--- config.mk ---
export PLATFORM = sky130hd
export DESIGN_NAME = current_sensed_valve_sequencer_top
export DESIGN_NICKNAME = d
export VERILOG_FILES = /design/src/rtl/cssv_pkg.sv /design/src/rtl/current_sensed_valve_sequencer_top.sv /design/src/rtl/cssv_next.sv
export SDC_FILE = /design/constraint.sdc
export NUM_CORES = 1
export LEC_CHECK = 0
export BUFFER_PORTS_ARGS = -buffer_cell sky130_fd_sc_hd__buf_4
export CELL_PAD_IN_SITES_DETAIL_PLACEMENT = 0
export CELL_PAD_IN_SITES_GLOBAL_PLACEMENT = 1
export CORE_MARGIN = 2
export CORE_UTILIZATION = 48
export DETAILED_ROUTE_END_ITERATION = 12
export GPL_ROUTABILITY_DRIVEN = 0
export PLACE_DENSITY = 0.85
export SYNTH_ARGS = -nofsm -noshare
export SYNTH_HDL_FRONTEND = slang
export SYNTH_SLANG_ARGS = --single-unit
export TNS_END_PERCENT = 100
--- constraint.sdc ---
create_clock -name clk -period 8.3 [get_ports clk]
set_input_delay 1.66 -clock clk [delete_from_list [all_inputs] [get_ports clk]]
set_output_delay 1.66 -clock clk [all_outputs]
set_load 0.02 [all_outputs]
--- src/rtl/cssv_pkg.sv ---
`timescale 1ns / 1ps
// types and constants for the current-sensed valve sequencer
package cssv_pkg;

	localparam int CURRENT_W = 16;
	localparam int THRESH_W  = 15;
	localparam int CFG_W     = 24;

	// item kinds carried in the mode field
	localparam logic [2:0] MODE_TICK   = 3'd0;
	localparam logic [2:0] MODE_OPEN   = 3'd1;
	localparam logic [2:0] MODE_CLOSE  = 3'd2;
	localparam logic [2:0] MODE_STOP   = 3'd3;
	localparam logic [2:0] MODE_TOGGLE = 3'd4;

	localparam logic [2:0] ST_UNKNOWN = 3'd0;
	localparam logic [2:0] ST_OPEN    = 3'd1;
	localparam logic [2:0] ST_CLOSED  = 3'd2;
	localparam logic [2:0] ST_OPENING = 3'd3;
	localparam logic [2:0] ST_CLOSING = 3'd4;
	localparam logic [2:0] ST_ERROR   = 3'd5;

	localparam logic [1:0] POS_CLOSED = 2'd0;
	localparam logic [1:0] POS_MID    = 2'd1;
	localparam logic [1:0] POS_OPEN   = 2'd2;

	localparam logic [1:0] OP_IDLE    = 2'd0;
	localparam logic [1:0] OP_OPENING = 2'd1;
	localparam logic [1:0] OP_CLOSING = 2'd2;

	localparam logic [3:0] FLT_NONE         = 4'd0;
	localparam logic [3:0] FLT_BOTH_PROBES  = 4'd1;
	localparam logic [3:0] FLT_NO_PROBE     = 4'd2;
	localparam logic [3:0] FLT_OPEN_NOSTART = 4'd3;
	localparam logic [3:0] FLT_CLOSE_NOSTART = 4'd6;
	localparam logic [3:0] FLT_EARLY_OFS    = 4'd1;
	localparam logic [3:0] FLT_TIMEOUT_OFS  = 4'd2;

	localparam logic [1:0] REG_THRESHOLD = 2'd0;
	localparam logic [1:0] REG_TIMEOUT   = 2'd1;
	localparam logic [1:0] REG_INTERVAL  = 2'd2;
	localparam logic [1:0] REG_MIN_RUN   = 2'd3;

	localparam logic [7:0] PROBE_WAIT = 8'd50;
	localparam logic [7:0] NUDGE_WAIT = 8'd100;
	localparam logic [7:0] STAGE_MAX  = 8'd255;

	typedef enum logic [4:0] {
		PS_OPEN_TEST   = 5'b00001,
		PS_CLOSE_NUDGE = 5'b00010,
		PS_CLOSE_TEST  = 5'b00100,
		PS_OPEN_NUDGE  = 5'b01000,
		PS_DONE        = 5'b10000
	} probe_stage_t;

	typedef struct packed {
		logic [THRESH_W-1:0] current_threshold;
		logic [23:0]         movement_timeout;
		logic [15:0]         check_interval;
		logic [23:0]         minimum_run_time;
	} cfg_t;

	typedef struct packed {
		probe_stage_t probe_stage;
		logic [2:0]   status;
		logic [1:0]   position;
		logic [1:0]   operation;
		logic         drive_open;
		logic         drive_close;
		logic [7:0]   stage_timer;
		logic         cached_above;
		logic         cache_valid;
		logic         start_pending;
		logic         open_probe;
		logic         close_probe;
		logic [3:0]   fault;
	} ctrl_t;

endpackage

--- src/rtl/current_sensed_valve_sequencer_top.sv ---
`timescale 1ns / 1ps
// top level: config registers, sequencer state and the output register
//
// Each accepted item is a 1 ms tick with a current sample or an open, close, stop or
// toggle command, and yields exactly one result showing drives, status, position,
// operation and fault after that item. The block takes one item per clock cycle unless
// an untaken result stalls it: the state update is a single pass of next-state logic,
// and the result appears in the cycle after acceptance from an output register that
// keeps accepting while its result is taken in the same cycle. After reset the block
// starts probing the valve with the open drive on; timers count ticks only and
// saturate. Write configuration only while no result is outstanding.
module current_sensed_valve_sequencer_top #(
	parameter int TIME_BITS = 24
) (
	input  logic        clk,
	input  logic        arst_n,
	input  logic        cfg_wr_en,
	input  logic [1:0]  cfg_index,
	input  logic [23:0] cfg_data,
	input  logic        s_tvalid,
	output logic        s_tready,
	input  logic [15:0] s_tdata,   // current_sample
	input  logic [3:0]  s_tuser,   // mode[2:0], sample_valid
	output logic        m_tvalid,
	input  logic        m_tready,
	output logic [15:0] m_tdata    // drive_open, drive_close, valve_status[2:0],
	                               // reported_position[1:0], operation[1:0],
	                               // fault_code[3:0], zero fill
);

	cssv_pkg::cfg_t       cfg_q;
	cssv_pkg::ctrl_t      ctrl_q;
	cssv_pkg::ctrl_t      ctrl_nxt;
	logic [TIME_BITS-1:0] motion_timer_q;
	logic [TIME_BITS-1:0] sample_age_q;
	logic [TIME_BITS-1:0] motion_timer_nxt;
	logic [TIME_BITS-1:0] sample_age_nxt;
	logic                 out_valid_q;
	logic [12:0]          out_data_q;
	logic                 in_accept;

	assign s_tready  = !out_valid_q || m_tready;
	assign in_accept = s_tvalid && s_tready;
	assign m_tvalid  = out_valid_q;
	assign m_tdata   = {3'b000, out_data_q};

	cssv_next #(
		.TIME_BITS(TIME_BITS)
	) u_next (
		.cfg              (cfg_q),
		.mode             (s_tuser[2:0]),
		.current_sample   (s_tdata),
		.sample_valid     (s_tuser[3]),
		.ctrl_cur         (ctrl_q),
		.motion_timer_cur (motion_timer_q),
		.sample_age_cur   (sample_age_q),
		.ctrl_nxt         (ctrl_nxt),
		.motion_timer_nxt (motion_timer_nxt),
		.sample_age_nxt   (sample_age_nxt)
	);

	always_ff @(posedge clk or negedge arst_n) begin
		if (!arst_n) begin
			cfg_q.current_threshold <= 15'd100;
			cfg_q.movement_timeout  <= 24'd30000;
			cfg_q.check_interval    <= 16'd100;
			cfg_q.minimum_run_time  <= 24'd1000;
		end else if (cfg_wr_en) begin
			case (cfg_index)
				cssv_pkg::REG_THRESHOLD: cfg_q.current_threshold <= cfg_data[14:0];
				cssv_pkg::REG_TIMEOUT:   cfg_q.movement_timeout  <= cfg_data;
				cssv_pkg::REG_INTERVAL:  cfg_q.check_interval    <= cfg_data[15:0];
				cssv_pkg::REG_MIN_RUN:   cfg_q.minimum_run_time  <= cfg_data;
				default: begin
				end
			endcase
		end
	end

	always_ff @(posedge clk or negedge arst_n) begin
		if (!arst_n) begin
			ctrl_q.probe_stage   <= cssv_pkg::PS_OPEN_TEST;
			ctrl_q.status        <= cssv_pkg::ST_UNKNOWN;
			ctrl_q.position      <= cssv_pkg::POS_MID;
			ctrl_q.operation     <= cssv_pkg::OP_IDLE;
			ctrl_q.drive_open    <= 1'b1;
			ctrl_q.drive_close   <= 1'b0;
			ctrl_q.stage_timer   <= 8'd0;
			ctrl_q.cached_above  <= 1'b0;
			ctrl_q.cache_valid   <= 1'b0;
			ctrl_q.start_pending <= 1'b0;
			ctrl_q.open_probe    <= 1'b0;
			ctrl_q.close_probe   <= 1'b0;
			ctrl_q.fault         <= cssv_pkg::FLT_NONE;
			motion_timer_q       <= '0;
			sample_age_q         <= '0;
		end else if (in_accept) begin
			ctrl_q         <= ctrl_nxt;
			motion_timer_q <= motion_timer_nxt;
			sample_age_q   <= sample_age_nxt;
		end
	end

	always_ff @(posedge clk or negedge arst_n) begin
		if (!arst_n) begin
			out_valid_q <= 1'b0;
		end else if (in_accept) begin
			out_valid_q <= 1'b1;
		end else if (m_tready) begin
			out_valid_q <= 1'b0;
		end
	end

	always_ff @(posedge clk) begin
		if (in_accept) begin
			out_data_q <= {ctrl_nxt.fault, ctrl_nxt.operation, ctrl_nxt.position,
			               ctrl_nxt.status, ctrl_nxt.drive_close, ctrl_nxt.drive_open};
		end
	end

endmodule

--- src/rtl/cssv_next.sv ---
`timescale 1ns / 1ps
// next-state logic: applies one tick or command to the sequencer state
module cssv_next #(
	parameter int TIME_BITS = 24
) (
	input  cssv_pkg::cfg_t                 cfg,
	input  logic [2:0]                     mode,
	input  logic signed [cssv_pkg::CURRENT_W-1:0] current_sample,
	input  logic                           sample_valid,
	input  cssv_pkg::ctrl_t                ctrl_cur,
	input  logic [TIME_BITS-1:0]           motion_timer_cur,
	input  logic [TIME_BITS-1:0]           sample_age_cur,
	output cssv_pkg::ctrl_t                ctrl_nxt,
	output logic [TIME_BITS-1:0]           motion_timer_nxt,
	output logic [TIME_BITS-1:0]           sample_age_nxt
);

	localparam int CW = (TIME_BITS > cssv_pkg::CFG_W) ? TIME_BITS : cssv_pkg::CFG_W;

	function automatic cssv_pkg::ctrl_t set_status(cssv_pkg::ctrl_t c, logic [2:0] s);
		cssv_pkg::ctrl_t r;
		r = c;
		if (c.status != s) begin
			r.status = s;
			case (s)
				cssv_pkg::ST_OPEN: begin
					r.position  = cssv_pkg::POS_OPEN;
					r.operation = cssv_pkg::OP_IDLE;
				end
				cssv_pkg::ST_CLOSED: begin
					r.position  = cssv_pkg::POS_CLOSED;
					r.operation = cssv_pkg::OP_IDLE;
				end
				cssv_pkg::ST_OPENING: r.operation = cssv_pkg::OP_OPENING;
				cssv_pkg::ST_CLOSING: r.operation = cssv_pkg::OP_CLOSING;
				default: begin
					r.position  = cssv_pkg::POS_MID;
					r.operation = cssv_pkg::OP_IDLE;
				end
			endcase
		end
		return r;
	endfunction

	function automatic cssv_pkg::ctrl_t do_fault(cssv_pkg::ctrl_t c, logic [3:0] code);
		cssv_pkg::ctrl_t r;
		r = c;
		r.drive_open  = 1'b0;
		r.drive_close = 1'b0;
		r = set_status(r, cssv_pkg::ST_ERROR);
		r.fault = code;
		return r;
	endfunction

	logic [cssv_pkg::CURRENT_W:0] mag;
	logic                         above_now;

	// magnitude in one extra bit so the most negative count stays positive
	assign mag = current_sample[cssv_pkg::CURRENT_W-1]
		? ((cssv_pkg::CURRENT_W+1)'(0) - {current_sample[cssv_pkg::CURRENT_W-1], current_sample})
		: {1'b0, current_sample};
	assign above_now = sample_valid
		&& (mag >= (cssv_pkg::CURRENT_W+1)'(cfg.current_threshold));

	always_comb begin
		cssv_pkg::ctrl_t      c;
		logic [TIME_BITS-1:0] mt;
		logic [TIME_BITS-1:0] sa;
		logic [CW-1:0]        mt_x;
		logic [CW-1:0]        sa_x;
		logic [15:0]          iv;
		logic                 opening;
		logic                 req;
		logic [3:0]           base;

		c       = ctrl_cur;
		mt      = motion_timer_cur;
		sa      = sample_age_cur;
		mt_x    = '0;
		sa_x    = '0;
		iv      = 16'd0;
		opening = 1'b0;
		req     = 1'b0;
		base    = cssv_pkg::FLT_NONE;

		case (mode)
			cssv_pkg::MODE_TICK: begin
				if (c.stage_timer != cssv_pkg::STAGE_MAX) begin
					c.stage_timer = c.stage_timer + 8'd1;
				end
				if (mt != '1) begin
					mt = mt + TIME_BITS'(1);
				end
				if (sa != '1) begin
					sa = sa + TIME_BITS'(1);
				end
				mt_x = CW'(mt);
				sa_x = CW'(sa);

				case (c.probe_stage)
					cssv_pkg::PS_OPEN_TEST: begin
						if (c.stage_timer >= cssv_pkg::PROBE_WAIT) begin
							c.cached_above = above_now;
							c.cache_valid  = 1'b1;
							sa             = '0;
							c.open_probe   = above_now;
							c.drive_open   = 1'b0;
							c.drive_close  = above_now;
							c.stage_timer  = 8'd0;
							c.probe_stage  = above_now ? cssv_pkg::PS_CLOSE_NUDGE
							                           : cssv_pkg::PS_CLOSE_TEST;
						end
					end
					cssv_pkg::PS_CLOSE_NUDGE: begin
						if (c.stage_timer >= cssv_pkg::NUDGE_WAIT) begin
							c.stage_timer = 8'd0;
							c.probe_stage = cssv_pkg::PS_CLOSE_TEST;
						end
					end
					cssv_pkg::PS_CLOSE_TEST, cssv_pkg::PS_OPEN_NUDGE: begin
						if (c.probe_stage == cssv_pkg::PS_CLOSE_TEST
						    && c.stage_timer >= cssv_pkg::PROBE_WAIT) begin
							c.cached_above = above_now;
							c.cache_valid  = 1'b1;
							sa             = '0;
							c.close_probe  = above_now;
							c.drive_open   = above_now;
							c.drive_close  = 1'b0;
							if (above_now) begin
								c.stage_timer = 8'd0;
								c.probe_stage = cssv_pkg::PS_OPEN_NUDGE;
							end else begin
								req = 1'b1;
							end
						end else if (c.probe_stage == cssv_pkg::PS_OPEN_NUDGE
						             && c.stage_timer >= cssv_pkg::NUDGE_WAIT) begin
							c.drive_open  = 1'b0;
							c.drive_close = 1'b0;
							req           = 1'b1;
						end
						// req marks the end of the probe sequence here
						if (req) begin
							c.probe_stage = cssv_pkg::PS_DONE;
							if (c.open_probe == c.close_probe) begin
								c = do_fault(c, c.open_probe ? cssv_pkg::FLT_BOTH_PROBES
								                             : cssv_pkg::FLT_NO_PROBE);
							end else begin
								c.drive_open  = 1'b0;
								c.drive_close = 1'b0;
								c = set_status(c, c.open_probe ? cssv_pkg::ST_CLOSED
								                               : cssv_pkg::ST_OPEN);
							end
						end
					end
					default: begin
						// motion checks
						if (c.status == cssv_pkg::ST_OPENING
						    || c.status == cssv_pkg::ST_CLOSING) begin
							opening = (c.status == cssv_pkg::ST_OPENING);
							base    = opening ? cssv_pkg::FLT_OPEN_NOSTART
							                  : cssv_pkg::FLT_CLOSE_NOSTART;
							req     = 1'b1;
							if (c.start_pending) begin
								if (mt_x < CW'(cfg.check_interval)) begin
									req = 1'b0;
								end else begin
									c.cached_above = above_now;
									c.cache_valid  = 1'b1;
									sa             = '0;
									sa_x           = '0;
									if (!above_now) begin
										c   = do_fault(c, base);
										req = 1'b0;
									end else begin
										c.start_pending = 1'b0;
									end
								end
							end
							if (req) begin
								iv = (cfg.check_interval == 16'd0) ? 16'd1 : cfg.check_interval;
								if (!c.cache_valid || sa_x >= CW'(iv)) begin
									c.cached_above = above_now;
									c.cache_valid  = 1'b1;
									sa             = '0;
								end
								if (!c.cached_above) begin
									if (mt_x < CW'(cfg.minimum_run_time)) begin
										c = do_fault(c, base + cssv_pkg::FLT_EARLY_OFS);
									end else begin
										c.drive_open  = 1'b0;
										c.drive_close = 1'b0;
										c = set_status(c, opening ? cssv_pkg::ST_OPEN
										                          : cssv_pkg::ST_CLOSED);
									end
								end else if (mt_x >= CW'(cfg.movement_timeout)) begin
									c = do_fault(c, base + cssv_pkg::FLT_TIMEOUT_OFS);
								end
							end
						end
					end
				endcase
			end
			cssv_pkg::MODE_OPEN, cssv_pkg::MODE_CLOSE, cssv_pkg::MODE_TOGGLE: begin
				if (mode == cssv_pkg::MODE_OPEN) begin
					opening = 1'b1;
				end else if (mode == cssv_pkg::MODE_CLOSE) begin
					opening = 1'b0;
				end else begin
					opening = (c.position != cssv_pkg::POS_OPEN);
				end
				// open while open or close while closed is ignored
				if (c.status != (opening ? cssv_pkg::ST_OPEN : cssv_pkg::ST_CLOSED)) begin
					c.probe_stage   = cssv_pkg::PS_DONE;
					mt              = '0;
					c.start_pending = 1'b1;
					c.cache_valid   = 1'b0;
					c.fault         = cssv_pkg::FLT_NONE;
					c.drive_open    = opening;
					c.drive_close   = !opening;
					c = set_status(c, opening ? cssv_pkg::ST_OPENING : cssv_pkg::ST_CLOSING);
				end
			end
			cssv_pkg::MODE_STOP: begin
				c.drive_open  = 1'b0;
				c.drive_close = 1'b0;
				c.operation   = cssv_pkg::OP_IDLE;
			end
			default: begin
			end
		endcase

		ctrl_nxt         = c;
		motion_timer_nxt = mt;
		sample_age_nxt   = sa;
	end

endmodule
==> key figures <==
Yosys
  – Mux cell area share after synthesis: 7.21%
  – Main synth FF type: dfrtp_1
  – Mean Syn Cell Area: 8.79 µm²
  – Simple-Gate Fraction of Synth Area: 19.2%
  – Synthesized instance count: 1,449
  – Adder-cell share of the synthesized area: 9.53%
  – EDFF count, synth: 13
  – Post-Synth XOR/XNOR Area: 3.37%
  – #FFs+latches synth: 172
  – Sequential area share after synthesis: 34.5%
  – Syn Std Cell Area: 12,700 µm²
  – Count of cell types in the netlist: 87
  – Syn. warnings: 0
  – Post-synthesis compound-gate area fraction: 20.4%
  – Async S/R FF share, synth: 92.4%
  – Largest family of logic cells by synthesized area: compound AO/OA/AOI/OAI gates

Placed design
  – Number of I/O port buffers: 65
  – Setup Slack @ Placement: 0.679 ns
  – HPWL reported at the end of detailed placement: 25.3 mm

Clock network
  – CTS tree: yes
  – Total CTS buffers: 17
  – Post-CTS Hold Fix Bufs: 0
  – H-tree Lvls: 4
  – Clock sinks: 172
  – Root buf cell: clkbuf_16
  – Clock transition at the registers of the reported paths: 0.08 ns
  – CTS Buffer Depth: 2
  – Post-CTS setup buffers: 0
  – Clk_lat worst skew: 0.44 ns
  – # resized after CTS: 0

Power and ir drop
  – Total leakage power: 6.20 nW
  – Flop pwr share: 41.3%
  – Switching share of power: 36.8%
  – Combinational Power Share: 27.7%
  – Clock Power Share: 31.0%
  – Worst vdd ir: 0.000132 V
  – Switching power total: 0.984 mW
  – Int Pwr: 1.69 mW
  – Pwr dens: 190 nW/µm²

Worst setup path
  – FF-to-FF End: out_data_q[5]
  – Crit. End Element: flip-flop
  – Worst r2r path cells: 25
  – Data arrival, critical path: 7.79 ns
  – Worst Setup Start Kind: flip-flop
  – R2r startpoint: motion_timer_q[0]
  – CP max FO: 11
  – Crit Path Class: reg -> reg
  – Worst reg2reg setup slack: 0.70 ns
  – Worst EP required: 8.48 ns

Timing
  – Post-Route Skew: 0.0163 ns
  – Fmax: 0.132 GHz
  – Final Max Tran Viols: 0
  – Measured slew at the worst slew-check pin: 1.04 ns
  – RSZ-0062 raised after global routing: no
  – Fin. Hold Viols: 0
  – Setup TNS: 0 ns
  – Final min period: 7.60 ns
  – Final setup fails: 0
  – Setup slack after layout: 0.698 ns
  – Final Cycle Share: 91.6%
  – Relative slew slack: 30.4%

Outcome
  – Run status: finished, final reports clean

Worst hold path
  – Type of the worst min-delay path: reg -> reg
  – Worst Hold End: ctrl_q[26]
  – Hold Path Depth: 1
  – Hold Startpoint: ctrl_q[26]

Floorplanning
  – Row count: 59
  – DIE AREA: 27,900 µm²
  – Die height: 167 µm
  – Die X: 167 µm
  – Initial core utilization: 48.9%
  – Core area: 26,100 µm²
  – # IOs: 69

Detailed routing
  – Via count: 11,200
  – Via/cell ratio: 6.10
  – Pre-antenna DRT Iters: 6
  – First DRT Iteration DRCs: 922
  – Final ANT Viol Nets: 0
  – Average wire per standard cell: 18.9 µm
  – Final WL: 34.6 mm
  – Drt drc: 0

GRT
  – First-pass GRT wire length: 56.6 mm
  – Global Route Usage Sum: 24.9%
  – Initial antenna violation count: 0
  – Total grt overflow: 0
  – Largest net degree at the start of global routing: 81
  – Vias in the first global route: 10,900

Cells and area
  – Layout net count: 1,629
  – Synthesis-to-layout area growth: 10.8%
  – # fillers: 2,358
  – Antenna cells: 0
  – Share of post-route cells with drive strength above 1: 15.7%

Run
  – MaxCap Viol Count: 0
[layer usage]
metal  global-route usage (%)  up-vias  routed length (µm)
met5                        0        -                   0
met4                     5.66        0                 565
met3                     3.26       42                1440
met2                     43.4      305               17100
met1                     33.1     5416               15400
li1                         -     5392                   -
[flip-flops by register name (all words and copies together), names as in the netlist]
signal / flops
out_data_q: 13
cfg_q: 79
motion_timer_q: 24
sample_age_q: 24
ctrl_q: 31
m_tvalid: 1
[worst max-delay path by stage]
stage	startpoint	to	cells after the start
5_1_grt	motion_timer_q[0]	out_data_q[5]	26
3_5_place_dp	motion_timer_q[0]	out_data_q[5]	25
2_1_floorplan	motion_timer_q[0]	out_data_q[5]	28
6_report	motion_timer_q[0]	out_data_q[5]	25
3_3_place_gp	motion_timer_q[0]	out_data_q[5]	25
4_1_cts	motion_timer_q[0]	out_data_q[5]	25
[kinds of logic after synthesis]
kind of cell | after synthesis
AOI/OAI and AO/OA | 387
xor gates and xnor gates | 49
adders and majority gates | 97
buffers and inverters | 186
DFF | 172
muxes | 81
other | 1
and+or+nand+nor | 476
[critical path: stages (launching register included)]
cell and delay, ns:
dfrtp_1 0.50, ha_1 0.35, nand2_1 0.16, nor4_1 0.46, nand3_1 0.31, and3_1 0.30
and4_1 0.21, xor2_1 0.33, ha_1 0.33, a211oi_1 0.36, nor2_1 0.09, o311ai_0 0.36
a211oi_1 0.16, o41a_1 0.65, nor2_1 0.19, ha_1 0.27, a21o_1 0.19, a21o_1 0.17
a21oi_1 0.13, o21ai_0 0.10, a211oi_2 0.32, and3_1 0.32, mux2_4 0.38, o22a_1 0.26
nor4_1 0.36, nor3_1 0.09
[cell usage in the layout (no fill, tap or decap), drive strengths merged, types with 8 or more instances in the layout]
master	synthesis	routed
mux2	73	73
edfxtp	13	13
nor3	28	28
inv	120	126
nand2b	12	12
o41ai	12	12
a21oi	72	72
nand2	125	125
dfstp	22	22
xnor2	32	32
nor4	17	17
a22o	20	20
a21o	10	10
mux2i	8	8
o21ai	110	110
nand3	45	45
o22ai	12	12
a31oi	18	18
or3	13	13
o211ai	18	18
clkbuf	51	17
a211oi	16	16
and3	18	18
xor2	17	17
o21a	12	12
nor2	111	111
and4	13	13
o31ai	24	24
dfrtp	137	137
buf	14	76
ha	97	97
and2	19	19
nand4	37	37
nor2b	17	17
[final cells by class]
cell class / count / area, µm² / share of cell area [%]
clock buffers: 17 / 425 / 3.01
flip-flops and latches: 172 / 4400 / 31.1
well taps: 335 / 419 / 2.97
inverters: 121 / 454 / 3.22
repair buffers: 76 / 574 / 4.07
clock inverters: 15 / 190 / 1.35
multi-input cells: 1093 / 7660 / 54.2
[per-stage QoR]
stage	std cells	total power, mW	utilization, %	hold slack [ns]	cell area [µm²]
finish	1829	2.68	54.2	0.507	14100
global route	1829	2.83	54.2	0.517	14100
CTS	1829	2.68	54.1	0.509	14100
global placement	1797	1.83	51.8	0.488	13500
floorplan	1451	1.60	-	0.466	12700
detailed placement	1797	1.85	51.8	0.489	13500
[cells in the mapped netlist, types with 8 or more instances]
cell,instances,area (µm²)
a211oi_1,14,105
a21o_1,10,75.1
a21oi_1,72,360
a22o_1,20,175
a31oi_1,18,113
and2_1,16,100
and3_1,18,113
and4_1,13,114
buf_2,8,40.0
clkbuf_1,50,188
dfrtp_1,137,3430
dfstp_2,22,578
edfxtp_1,13,390
ha_1,97,1210
inv_1,120,450
mux2_2,72,811
nand2_1,125,469
nand2b_1,12,75.1
nand3_1,44,220
nand4_1,35,219
nor2_1,111,417
nor2b_1,17,106
nor3_1,26,130
nor4_1,13,81.3
o211ai_1,17,128
o21a_1,12,90.1
o21ai_0,104,521
o22ai_1,10,62.6
o31ai_1,23,173
o41ai_1,12,105
or3_1,13,81.3
xnor2_1,32,280
xor2_1,17,149
[power by group through the flow]
stage                     clock, mW  combinational (mW)  sequential, mW
after global placement            0               0.713            1.11
after global routing          0.874               0.833            1.12
after floorplan                   0               0.532            1.07
final                         0.830               0.742            1.10
after detailed placement          0               0.731            1.12
after CTS                     0.843               0.735            1.10
No activity file was read; power rests on OpenSTA's default activity.
